<file path="config.mk">
export PLATFORM = sky130hd
export DESIGN_NAME = radius_neighbor_search_core
export DESIGN_NICKNAME = d
export VERILOG_FILES = /design/src/sv/rns_pkg.sv /design/src/sv/rns_cell.sv /design/src/sv/rns_dist.sv /design/src/sv/radius_neighbor_search_core.sv
export SDC_FILE = /design/constraint.sdc
export NUM_CORES = 2
export LEC_CHECK = 0
export BUFFER_PORTS_ARGS = -buffer_cell sky130_fd_sc_hd__buf_4
export CAP_MARGIN = 20
export CORE_AREA = 2 2 322 643
export CTS_CLUSTER_DIAMETER = 50
export DETAILED_ROUTE_END_ITERATION = 8
export DIE_AREA = 0 0 324 645
export MAX_ROUTING_LAYER = met4
export PLACE_DENSITY = 0.79
export SLEW_MARGIN = 10
export SYNTH_ARGS = -nofsm -noshare
export SYNTH_HDL_FRONTEND = slang
export SYNTH_HIERARCHICAL = 1
export SYNTH_SLANG_ARGS = --single-unit
</file>
<file path="constraint.sdc">
create_clock -name clk -period 6.66 [get_ports clk]
set_clock_uncertainty 0.15 [all_clocks]
set_input_delay 1.332 -clock clk [delete_from_list [all_inputs] [get_ports clk]]
set_output_delay 1.332 -clock clk [all_outputs]
set_load 0.02 [all_outputs]
</file>
<file path="src/sv/rns_pkg.sv">
// shared types and constants for the radius neighbor search core
package rns_pkg;

    localparam int MAX_POINTS = 64;
    localparam int PT_AW      = $clog2(MAX_POINTS);
    localparam int PT_CW      = $clog2(MAX_POINTS + 1);

    localparam int COORD_W    = 16;
    localparam int DIFF_W     = COORD_W + 1;
    localparam int SQ_W       = 2 * DIFF_W - 1;
    localparam int DIST_W     = 34;
    localparam int CNT_W      = 7;
    localparam int MASK_W     = 64;
    localparam int IDX_W      = 6;

    localparam logic        REQ_WRITE = 1'b0;
    localparam logic        REQ_QUERY = 1'b1;

    localparam logic        CFG_ATOM_COUNT     = 1'b0;
    localparam logic        CFG_RADIUS_SQUARED = 1'b1;

    localparam logic [CNT_W-1:0]  ATOM_COUNT_RST = 7'd0;
    localparam logic [DIST_W-1:0] RADIUS_SQ_RST  = 34'd65536;

    typedef struct packed {
        logic                      req_type;
        logic [IDX_W-1:0]          point_index;
        logic signed [COORD_W-1:0] pos_x;
        logic signed [COORD_W-1:0] pos_y;
    } rns_in_t;

    typedef struct packed {
        logic [MASK_W-1:0] neighbor_mask;
        logic [CNT_W-1:0]  neighbor_count;
    } rns_out_t;

    typedef struct packed {
        logic signed [COORD_W-1:0] x;
        logic signed [COORD_W-1:0] y;
    } point_t;

    typedef struct packed {
        logic vld;
        logic en;
    } pipe_ctl_t;

    typedef struct packed {
        logic vld;
        logic hit;
    } hit_t;

endpackage

</file>
<file path="src/sv/rns_cell.sv">
// one cell of the neighbor mask chain, passes its bit to the lower neighbor
module rns_cell (
    input  logic clk,
    input  logic shift,
    input  logic din,
    output logic dout
);

    logic bit_reg;
    logic bit_next;

    always_comb
    begin
        bit_next = shift ? din : bit_reg;
    end

    always_ff @(posedge clk)
    begin
        bit_reg <= bit_next;
    end

    assign dout = bit_reg;

endmodule

</file>
<file path="src/sv/rns_dist.sv">
// pipelined squared distance and radius compare unit
module rns_dist (
    input  logic                              clk,
    input  logic                              rst_n,
    input  rns_pkg::pipe_ctl_t                ctl,
    input  rns_pkg::point_t                   q_pt,
    input  rns_pkg::point_t                   p_pt,
    input  logic [rns_pkg::DIST_W-1:0]        radius_sq,
    output rns_pkg::hit_t                     result
);
    import rns_pkg::*;

    pipe_ctl_t                s1_ctl_reg;
    pipe_ctl_t                s2_ctl_reg;
    logic signed [DIFF_W-1:0] dx_reg;
    logic signed [DIFF_W-1:0] dy_reg;
    logic [SQ_W-1:0]          sx_reg;
    logic [SQ_W-1:0]          sy_reg;
    hit_t                     hit_reg;

    logic signed [DIFF_W-1:0] dx_next;
    logic signed [DIFF_W-1:0] dy_next;
    logic signed [2*DIFF_W-1:0] px_full;
    logic signed [2*DIFF_W-1:0] py_full;
    logic [DIST_W-1:0]        d2;
    hit_t                     hit_next;

    always_comb
    begin
        dx_next  = DIFF_W'(q_pt.x) - DIFF_W'(p_pt.x);
        dy_next  = DIFF_W'(q_pt.y) - DIFF_W'(p_pt.y);
        px_full  = dx_reg * dx_reg;
        py_full  = dy_reg * dy_reg;
        d2       = DIST_W'(sx_reg) + DIST_W'(sy_reg);
        hit_next.vld = s2_ctl_reg.vld;
        hit_next.hit = s2_ctl_reg.en && (d2 < radius_sq);
    end

    // control
    always_ff @(posedge clk or negedge rst_n)
    begin
        if (!rst_n)
        begin
            s1_ctl_reg <= '0;
            s2_ctl_reg <= '0;
            hit_reg    <= '0;
        end
        else
        begin
            s1_ctl_reg <= ctl;
            s2_ctl_reg <= s1_ctl_reg;
            hit_reg    <= hit_next;
        end
    end

    // datapath
    always_ff @(posedge clk)
    begin
        dx_reg <= dx_next;
        dy_reg <= dy_next;
        sx_reg <= px_full[SQ_W-1:0];
        sy_reg <= py_full[SQ_W-1:0];
    end

    assign result = hit_reg;

    a_hit_needs_en: assert property (@(posedge clk) disable iff (!rst_n)
        hit_reg.hit |-> $past(s1_ctl_reg.en, 2) || $past(s2_ctl_reg.en))
        else $error("hit flagged for a disabled slot");

    a_vld_follows: assert property (@(posedge clk) disable iff (!rst_n)
        s1_ctl_reg.vld |=> ##1 hit_reg.vld)
        else $error("pipeline dropped a valid slot");

    a_zero_radius: assert property (@(posedge clk) disable iff (!rst_n)
        (s2_ctl_reg.vld && radius_sq == '0) |=> !hit_reg.hit)
        else $error("hit with zero radius");

endmodule

</file>
<file path="src/sv/radius_neighbor_search_core.sv">
// top level of the radius neighbor search core
//
// in_item channel (in_valid / in_stall): a write item stores one point
// position at point_index and gives no result. A query
// item sweeps every stored entry through a row of mask cells and gives one
// out_item with the neighbor mask and its popcount.
// A query does one read of the queried point, then one point memory read per
// cycle over all entries, then the distance pipeline. The point memory has a
// single read port, shared by the queried point read and the sweep.
// in_stall is high while a query is in flight; a new item is taken as soon
// as the previous result sits in the output register.
// out_item is held in an output register; while out_stall is high it holds
// and a finished query waits in its done state until the register is free.
// cfg channel (cfg_valid / cfg_ready): index 0 is atom_count, index 1 is
// radius_squared; cfg_ready is always high, write only while idle.
// Reset (rst_n, async low) returns to idle, clears the output valid and
// restores atom_count 0 and radius_squared 1.0. Point entries are undefined
// until written.
module radius_neighbor_search_core (
    input  logic                          clk,
    input  logic                          rst_n,
    input  logic                          in_valid,
    output logic                          in_stall,
    input  rns_pkg::rns_in_t              in_item,
    output logic                          out_valid,
    input  logic                          out_stall,
    output rns_pkg::rns_out_t             out_item,
    input  logic                          cfg_valid,
    output logic                          cfg_ready,
    input  logic                          cfg_index,
    input  logic [rns_pkg::DIST_W-1:0]    cfg_data
);
    import rns_pkg::*;

    localparam logic [2:0] ST_IDLE  = 3'd0;
    localparam logic [2:0] ST_QREAD = 3'd1;
    localparam logic [2:0] ST_QLOAD = 3'd2;
    localparam logic [2:0] ST_SWEEP = 3'd3;
    localparam logic [2:0] ST_DONE  = 3'd4;

    localparam logic [CNT_W-1:0] MAX_PT7  = CNT_W'(MAX_POINTS);
    localparam logic [PT_CW-1:0] MAX_PTC  = PT_CW'(MAX_POINTS);
    localparam logic [PT_CW-1:0] LAST_PTC = PT_CW'(MAX_POINTS - 1);

    logic [2:0]          state_reg;
    logic [2:0]          state_next;
    logic [CNT_W-1:0]    atom_count_reg;
    logic [DIST_W-1:0]   radius_sq_reg;
    logic [PT_AW-1:0]    q_idx_reg;
    logic                zero_reg;
    point_t              q_reg;
    logic [PT_CW-1:0]    limit_reg;
    logic [PT_CW-1:0]    issue_cnt_reg;
    logic [PT_CW-1:0]    done_cnt_reg;
    logic [CNT_W-1:0]    count_reg;
    pipe_ctl_t           p1_ctl_reg;
    point_t              rd_data_reg;
    logic                out_valid_reg;
    rns_out_t            out_item_reg;

    point_t              mem [MAX_POINTS];

    logic                in_accept;
    logic                idx_ok;
    logic                mem_we;
    logic [PT_AW-1:0]    rd_addr;
    logic                issuing;
    pipe_ctl_t           issue_ctl;
    hit_t                hit;
    logic                out_free;
    logic                out_load;
    logic [PT_CW-1:0]    limit_next;
    logic [MAX_POINTS-1:0] cell_bits;
    point_t              wr_pt;

    assign in_stall  = (state_reg != ST_IDLE);
    assign in_accept = in_valid && !in_stall;
    assign cfg_ready = 1'b1;
    assign out_valid = out_valid_reg;
    assign out_item  = out_item_reg;

    always_comb
    begin
        idx_ok     = ({1'b0, in_item.point_index} < MAX_PT7);
        mem_we     = in_accept && (in_item.req_type == REQ_WRITE) && idx_ok;
        wr_pt.x    = in_item.pos_x;
        wr_pt.y    = in_item.pos_y;
        issuing    = (state_reg == ST_SWEEP) && (issue_cnt_reg < MAX_PTC);
        issue_ctl.vld = issuing;
        issue_ctl.en  = issuing && (issue_cnt_reg < limit_reg);
        rd_addr    = (state_reg == ST_QREAD) ? q_idx_reg : issue_cnt_reg[PT_AW-1:0];
        out_free   = !out_valid_reg || !out_stall;
        out_load   = (state_reg == ST_DONE) && out_free;
        limit_next = (atom_count_reg > MAX_PT7) ? MAX_PTC : atom_count_reg[PT_CW-1:0];
    end

    always_comb
    begin
        state_next = state_reg;
        case (state_reg)
            ST_IDLE:
            begin
                if (in_accept && in_item.req_type == REQ_QUERY)
                begin
                    state_next = idx_ok ? ST_QREAD : ST_DONE;
                end
            end
            ST_QREAD:
            begin
                state_next = ST_QLOAD;
            end
            ST_QLOAD:
            begin
                state_next = ST_SWEEP;
            end
            ST_SWEEP:
            begin
                if (hit.vld && done_cnt_reg == LAST_PTC)
                begin
                    state_next = ST_DONE;
                end
            end
            ST_DONE:
            begin
                if (out_free)
                begin
                    state_next = ST_IDLE;
                end
            end
            default:
            begin
                state_next = ST_IDLE;
            end
        endcase
    end

    // point memory
    always_ff @(posedge clk)
    begin
        if (mem_we)
        begin
            mem[in_item.point_index[PT_AW-1:0]] <= wr_pt;
        end
        rd_data_reg <= mem[rd_addr];
    end

    // control
    always_ff @(posedge clk or negedge rst_n)
    begin
        if (!rst_n)
        begin
            state_reg      <= ST_IDLE;
            atom_count_reg <= ATOM_COUNT_RST;
            radius_sq_reg  <= RADIUS_SQ_RST;
            issue_cnt_reg  <= '0;
            done_cnt_reg   <= '0;
            p1_ctl_reg     <= '0;
            out_valid_reg  <= 1'b0;
            zero_reg       <= 1'b0;
        end
        else
        begin
            state_reg  <= state_next;
            p1_ctl_reg <= issue_ctl;
            if (cfg_valid && cfg_ready)
            begin
                case (cfg_index)
                    CFG_ATOM_COUNT:     atom_count_reg <= cfg_data[CNT_W-1:0];
                    CFG_RADIUS_SQUARED: radius_sq_reg  <= cfg_data;
                    default:            radius_sq_reg  <= radius_sq_reg;
                endcase
            end
            if (in_accept)
            begin
                zero_reg <= !idx_ok;
            end
            if (state_reg == ST_QLOAD)
            begin
                issue_cnt_reg <= '0;
                done_cnt_reg  <= '0;
            end
            else
            begin
                if (issuing)
                begin
                    issue_cnt_reg <= issue_cnt_reg + 1'b1;
                end
                if (hit.vld)
                begin
                    done_cnt_reg <= done_cnt_reg + 1'b1;
                end
            end
            if (out_load)
            begin
                out_valid_reg <= 1'b1;
            end
            else if (!out_stall)
            begin
                out_valid_reg <= 1'b0;
            end
        end
    end

    // datapath
    always_ff @(posedge clk)
    begin
        if (in_accept)
        begin
            q_idx_reg <= in_item.point_index[PT_AW-1:0];
        end
        if (state_reg == ST_QLOAD)
        begin
            q_reg     <= rd_data_reg;
            limit_reg <= limit_next;
            count_reg <= '0;
        end
        else if (hit.vld && hit.hit)
        begin
            count_reg <= count_reg + 1'b1;
        end
        if (out_load)
        begin
            out_item_reg.neighbor_mask  <= zero_reg ? '0 : MASK_W'(cell_bits);
            out_item_reg.neighbor_count <= zero_reg ? '0 : count_reg;
        end
    end

    rns_dist u_dist (
        .clk       (clk),
        .rst_n     (rst_n),
        .ctl       (p1_ctl_reg),
        .q_pt      (q_reg),
        .p_pt      (rd_data_reg),
        .radius_sq (radius_sq_reg),
        .result    (hit)
    );

    // mask chain, new bits enter at the top cell
    for (genvar i = 0; i < MAX_POINTS; i++)
    begin : g_cell
        logic cell_in;
        if (i == MAX_POINTS - 1)
        begin : g_top
            assign cell_in = hit.hit;
        end
        else
        begin : g_mid
            assign cell_in = cell_bits[i+1];
        end
        rns_cell u_cell (
            .clk   (clk),
            .shift (hit.vld),
            .din   (cell_in),
            .dout  (cell_bits[i])
        );
    end

    a_query_starts: assert property (@(posedge clk) disable iff (!rst_n)
        (in_accept && in_item.req_type == REQ_QUERY) |=>
            (state_reg == ST_QREAD || state_reg == ST_DONE))
        else $error("query did not start");

    a_hit_in_sweep: assert property (@(posedge clk) disable iff (!rst_n)
        hit.vld |-> state_reg == ST_SWEEP)
        else $error("distance result outside sweep");

    a_done_loads: assert property (@(posedge clk) disable iff (!rst_n)
        out_load |=> out_valid_reg && state_reg == ST_IDLE)
        else $error("result not presented");

    a_count_range: assert property (@(posedge clk) disable iff (!rst_n)
        out_valid_reg |-> out_item_reg.neighbor_count <= MAX_PT7)
        else $error("neighbor count out of range");

endmodule

</file>
# Word-level counts from Yosys, hierarchy flattened
# Memories as Yosys holds them, arrays and structs flattened. A register that Yosys moved wholly into a read port is not among the register bits.
# Cells that the tools add are included.
[word_totals] register_bits=354 mem_bits_rw=2048 in_bits=79 output_inout_bits=74 word_cells=146 n_memories=1
[mem_list] memory="mem" depth=64 width=32 read_ports=1 rd_clocked_by_memory_dff=1 write_ports=1 line_no="radius_neighbor_search_core.sv:61" text="point_t mem [MAX_POINTS];"
[op_classes] n_addsub=6 multipliers=2 order_cmp=4 n_eq_ne=9 n_mux=13 n_bitwise=2 reduce_logical=20
[op_table] operator="multiplier 17 x 17 -> 33 bit" count=2
[op_table] operator="adder 33 x 33 -> 34 bit" count=1
[op_table] operator="less-than comparator 34 bit" count=1
[op_table] operator="subtractor 16 x 16 -> 17 bit" count=2
[op_table] operator="2-to-1 mux 7 bit" count=4
[op_table] operator="adder 7 x 1 -> 7 bit, second input constant" count=3
[op_table] operator="one-hot mux 3 bit (5 select lines)" count=1
[op_table] operator="logical AND 1 bit" count=9
[op_table] operator="2-to-1 mux 3 bit" count=3
[op_table] operator="equality test 7 x 6 -> 1 bit, second input constant" count=1
[op_table] operator="greater-than comparator 7 bit, second input constant" count=1
[op_table] operator="less-than comparator 7 bit" count=1
[op_table] operator="less-than comparator 7 bit, second input constant" count=1
[op_table] operator="equality test 3 x 2 -> 1 bit, second input constant" count=2
[op_table] operator="2-to-1 mux 6 bit" count=1
[op_table] operator="2-to-1 mux 1 bit" count=4
[op_table] operator="inequality test 2 x 1 -> 1 bit, second input constant" count=2
[op_table] operator="inequality test 2 bit, second input constant" count=2
[op_table] operator="AND reduction 2 bit" count=2
[op_table] operator="nonzero test 2 bit" count=2
[op_table] operator="equality test 3 x 1 -> 1 bit, second input constant" count=1
[op_table] operator="equality test 3 bit, second input constant" count=1
[op_table] operator="logical NOT 1 bit" count=3
[op_table] operator="logical NOT 3 bit" count=1
[op_table] operator="other kinds (4)" count=5

# Depth between registers and ports, before layout
[depth] ltp_word=6 ltp_mapped=25 depth_no_buf=24

# Cells and area by module
# The synthesis kept the hierarchy.
[by_module_without_submodules] module="radius_neighbor_search_core" instances=1 cells_per_inst=4496 area_per_inst_um2=84930.2 seq_area_each_um2=67290.8
[by_module_without_submodules] module="rns_dist" instances=1 cells_per_inst=2655 area_per_inst_um2=24862.6 seq_area_each_um2=2112.0
[by_module_without_submodules] module="rns_cell" instances=64 cells_per_inst=1 area_per_inst_um2=30.0 seq_area_each_um2=30.0

# Least setup slack after synthesis
# No wires, ideal clock.
[synth_timing] path_type="reg-to-reg" startpoint="register u_dist.dx_reg[4]" endpoint="register u_dist.sx_reg[32]" setup_ps=72 arrival_time_ps=6063 required_time_ps=6438 slack_ps=375 path_stages_with_launch=23 n_path_buf=2 synth_period_minus_slack_ps=6285 cell_sequence="dfxtp_1 clkbuf_1 clkbuf_1 nand2_1 fa_1 fa_1 fa_1 inv_1 fa_1 fa_1 inv_1 fa_1 inv_1 ha_1 a2111oi_0 o21ai_0 o21ai_0 o211a_1 o211ai_1 a211o_1 a221o_1 a21oi_1 xnor2_1"
[synth_between] elab_chain_len=1
[synth_rtl] item="start, declared" line_no="rns_dist.sv:15" text="logic signed [DIFF_W-1:0] dx_reg;"
[synth_rtl] item="start signal, assigned" line_no="rns_dist.sv:59" text="dx_reg <= dx_next;"
[synth_rtl] item="multiplier 17 x 17 -> 33 bit" line_no="rns_dist.sv:32" text="px_full = dx_reg * dx_reg;"
[synth_rtl] item="named net u_dist.px_full[32]" line_no="rns_dist.sv:23" text="logic signed [2*DIFF_W-1:0] px_full;"
[synth_rtl] item="end signal, assigned" line_no="rns_dist.sv:61" text="sx_reg <= px_full[SQ_W-1:0];"
[synth_rtl] item="end, declared" line_no="rns_dist.sv:17" text="logic [SQ_W-1:0] sx_reg;"
# The timed path passes the listed nets, and every way through them passes these cells.
# A chain may end at the register's enable or synchronous reset.

# Worst setup path in the final report
[layout_timing] startpoint="register u_dist.dx_reg[10]" endpoint="register u_dist.sx_reg[29]"
# The elaborated chain is that of the path after synthesis.

==> flow_summary_export.csv <==
group,metric,value,unit
clock_tree,cts-root-buf,"clkbuf_16",
worst_setup_path,crit_buf_inv,5,
worst_setup_path,rr_startpoint,"u_dist/dx_reg[10]$_DFF_P_",
timing,worstMarginPinSlew,1.208,ns
die,start_util,0.5467,
global_routing,grt_pass1_vias,66120,
cells_and_area,drive_gt1_frac,0.1118,
pwr,switching_share,0.1978,
place,placedCellCount,10040,
pwr,p_seq_frac,0.582,
worst_setup_path,critical_path_arrival,7.12,ns
route,wire_per_inst,27.65,um
worst_setup_path,crit_top_cell,"fa_1",
logic_synthesis,ys_seq_area_frac,0.6385,
global_routing,antenna_found_initial,28,
logic_synthesis,synthArstFlopShare,0.02755,
route,drt_iter0_drc,6479,
worst_setup_path,required,7.33,ns
pwr,p_per_area,232.8,nW/um2
timing,final-max-slew-violation-count,0,
cells_and_area,syn_to_final_growth,11.19,%
clock_tree,htreeDepth,4,
pwr,finalPower,0.02891,W
global_routing,grt_pass1_wl,417100,um
pwr,combPwrFrac,0.014,
clock_tree,worstSkewPairLatency,0.91,ns
route,vias_per_cell,6.066,
cells_and_area,ff_latch_area,71350,um2
global_routing,grt_use_total,0.2835,
timing,maxSlewHeadroom,0.1843,
route,num_vias,63300,
worst_setup_path,rr_worst_depth,22,
worst_setup_path,crit_path_start_kind,"flop",
run,cap_violations,0,
die,num_rows,235,
place,port_buffers,151,
die,die-area,209000,um2
global_routing,overflow,0,
cells_and_area,largest_reg_flops,2048,
clock_tree,ctsHoldBuffers,0,
timing,period_share,0.9690,
timing,finalSetupViolCount,0,
logic_synthesis,ys_types,75,
worst_setup_path,crit_family,"adder cells",
worst_setup_path,worstSetupEndpointType,"flop",
timing,max_freq,155.0,MHz
route,drtPass1Iterations,5,
die,core-area,204400,um2
global_routing,grtUsageMet3,0.03404,
route,ant_nets,0,
pwr,vdd_drop_max,276.5,uV
logic_synthesis,syn-cell-area,111700,um2
pwr,p_leak,43.10,nW
pwr,p_sw,0.005718,W
clock_tree,clk_path_buf_depth,4,
die,die_w,324,um
worst_setup_path,cp-startpoint,"u_dist/dx_reg[10]$_DFF_P_",
global_routing,grt_use_met2,0.5189,
logic_synthesis,synth.avg_cell_area,15.48,um2
logic_synthesis,syn_nets,8098,
worst_setup_path,r2r-end,"u_dist/sx_reg[29]$_DFF_P_",
place,gp_congestion,0.9623,
cells_and_area,design_area,124200,um2
hold_path,hold-path-cell-count,0,
run_status,status,"completed",
pwr,intPower,0.02319,W
pwr,clkPwrFrac,0.404,
clock_tree,cts_tree,"yes",
die,io-pin-count,153,
timing,rsz0062_at_grt,"false",
clock_tree,cts_buffers,200,
global_routing,grt_max_degree,110,
cells_and_area,nets,8398,
worst_setup_path,crit_chain,"buf_4 -> and2_1 -> fa_1 -> inv_1 -> fa_1 -> fa_1 -> inv_1 -> fa_1 -> fa_1 -> inv_1 -> fa_1 -> inv_1 -> ha_1 -> a21o_1 -> a21oi_1 -> o21bai_1 -> a21o_1 -> a221o_1 -> a31o_2 -> a21oi_1 -> nor2b_1 -> xnor2_1",
hold_path,hold_class,"flop to flop",
timing,holdWs,0.1984,ns
logic_synthesis,syn-instance-count,7215,
global_routing,use_met1,0.2780,
logic_synthesis,ys.flop_type,"edfxtp_1",
timing,min_period,6.453,ns
place,post-dp-hpwl,195600,um
cells_and_area,multi_input_area,36920,um2
clock_tree,clkTransAtPathRegs,0.07,ns
logic_synthesis,yosys_register_bits,2432,
die,fp.dieH,645,um
route,routed_wl,288500,um
timing,tns,0,ns
global_routing,grt-busiest-layer,"met2",
worst_setup_path,path_depth,22,
logic_synthesis,synth_edf_count,2228,
route,drc,0,
worst_setup_path,path_max_fanout,14,
place,place_area,117700,um2
cells_and_area,nFillCells,14530,
cells_and_area,finalNonFillerCells,10440,
worst_setup_path,crit_type,"flop to flop",
logic_synthesis,yosys_warnings,6,
worst_setup_path,r2r_slack,0.21,ns
timing,finalHoldViolCount,0,
worst_setup_path,cpMaxStageDelayCell,"fa_1",
worst_setup_path,cp-endpoint,"u_dist/sx_reg[29]$_DFF_P_",
clock_tree,clock-sinks,2432,
worst_setup_path,crit_path_max_incr_delay,0.55,ns
-- cells in the mapped netlist, types with 4 or more instances --
library cell,count,area [um2]
a2111oi_0,12,105.1
a211oi_1,12,90.09
a21o_1,58,435.4
a21oi_1,83,415.4
a31o_2,9,78.83
and2_1,115,719.4
and3_1,14,87.58
buf_1,25,93.84
buf_2,110,550.5
buf_4,6,45.04
clkbuf_1,161,604.3
dfrtp_1,66,1652
dfxtp_1,137,2743
edfxtp_1,2228,66900
fa_1,524,10490
ha_1,280,3503
inv_1,744,2793
mux2_2,43,484.2
mux2i_1,1029,10300
nand2_1,212,795.8
nand2b_1,24,150.1
nand3_1,30,150.1
nand3b_1,17,127.6
nand4_1,46,287.8
nor2_1,197,739.5
nor2b_1,45,281.5
nor3_1,26,130.1
nor3b_1,4,30.03
o211ai_1,8,60.06
o21a_1,20,150.1
o21ai_0,41,205.2
o21ai_1,8,40.04
o21bai_1,9,67.56
o22ai_1,515,3222
o31ai_1,7,52.55
o41ai_1,128,1121
or2_2,7,43.79
or3_1,13,81.33
xnor2_1,111,972.2
xor2_1,45,394.1
-- cell type report --
class / count / area share
inverter: 744 / 0.02248
clock inverter: 113 / 0.009035
tap: 2725 / 0.02745
timing repair buffer: 401 / 0.02625
multi-input combinational: 3736 / 0.2972
sequential: 2432 / 0.5744
clock buffer: 241 / 0.04237
antenna: 43 / 0.0008662
-- power by group through the flow --
stage,registers [W],clock network [W],logic [W]
floorplan,0.0171,0,0.000138
global placement,0.0171,0,0.000376
detailed placement,0.0171,0,0.000399
CTS,0.0168,0.0118,0.000402
global route,0.0168,0.0123,0.000448
finish,0.0168,0.0117,0.000407
-- repair_timing --
action                                  CTS  global route
setup buffers                             0             2
endpoints found under the setup margin    0            12
gates resized for setup                   0            23
-- cell families (layout without fill, tap and decap cells) --
logic type / count (synthesis) / count (layout) / share of synthesized area
DFF: 2432 / 2432 / 0.6385
adders and majority gates: 804 / 804 / 0.1253
and+or+nand+nor: 762 / 762 / 0.03338
AOI/OAI and AO/OA: 941 / 941 / 0.05743
muxes: 1072 / 1072 / 0.09653
xor gates and xnor gates: 156 / 156 / 0.01223
other: 1 / 44 / 0.00003357
buffers and inverters: 1047 / 1499 / 0.03668
-- worst register-to-register path: cells and delay by family, from the launching register on --
family                   cells  cell delay (ns)
buffers and inverters        5             0.44
AO/OA/AOI/OAI                7             1.47
adder cells (fa/ha/maj)      7             3.47
XOR/XNOR                     1             0.12
flip-flops                   1             0.35
AND/OR/NAND/NOR              2             0.39
-- routing by layer --
| layer | vias up | routed length [um] | share of wire |
|---|---|---|---|
| met4 | 0 | 21460 | 0.074 |
| met5 | - | 0 | 0 |
| met1 | 32100 | 88210 | 0.31 |
| met2 | 3007 | 159600 | 0.55 |
| met3 | 974 | 19290 | 0.067 |
| li1 | 27210 | - | - |
-- metrics by stage --
| stage | setup slack [ns] | util |
|---|---|---|
| finish | 0.2067 | 0.6079 |
| global route | 0.007212 | 0.6079 |
| CTS | 0.007062 | 0.6070 |
| detailed placement | -0.01844 | 0.5758 |
| global placement | 0.1310 | 0.5758 |
| floorplan | 0.3748 | - |
-- how the worst min path moves through the flow --
| stage | startpoint | endpoint | slack [ns] |
|---|---|---|---|
| after floorplan | u_dist/s1_ctl_reg[1]$_DFF_PN0_ | u_dist/hit_next[1]$_DFF_PN0_ | 0.18 |
| after global placement | p1_ctl_reg[1]$_DFF_PN0_ | u_dist/s1_ctl_reg[1]$_DFF_PN0_ | 0.18 |
| after detailed placement | p1_ctl_reg[1]$_DFF_PN0_ | u_dist/s1_ctl_reg[1]$_DFF_PN0_ | 0.19 |
| after CTS | u_dist/s1_ctl_reg[1]$_DFF_PN0_ | u_dist/hit_next[1]$_DFF_PN0_ | 0.20 |
| after global routing | p1_ctl_reg[1]$_DFF_PN0_ | u_dist/s1_ctl_reg[1]$_DFF_PN0_ | 0.20 |
| final | p1_ctl_reg[1]$_DFF_PN0_ | u_dist/s1_ctl_reg[1]$_DFF_PN0_ | 0.20 |
-- layout by cell type, fill, tap and decap left out, types with 111 or more instances in the layout --
| master | instances |
|---|---|
| buf_4 | 381 |
| ha_1 | 280 |
| dfxtp_1 | 121 |
| xnor2_1 | 111 |
| edfxtp_1 | 2228 |
| and2_1 | 115 |
| clkbuf_16 | 203 |
| o22ai_1 | 515 |
| fa_1 | 524 |
| mux2i_1 | 1028 |
| nand2_1 | 204 |
| nor2_1 | 131 |
| inv_1 | 744 |
| o41ai_1 | 128 |
Note: power is estimated with default switching activity, not from simulation.
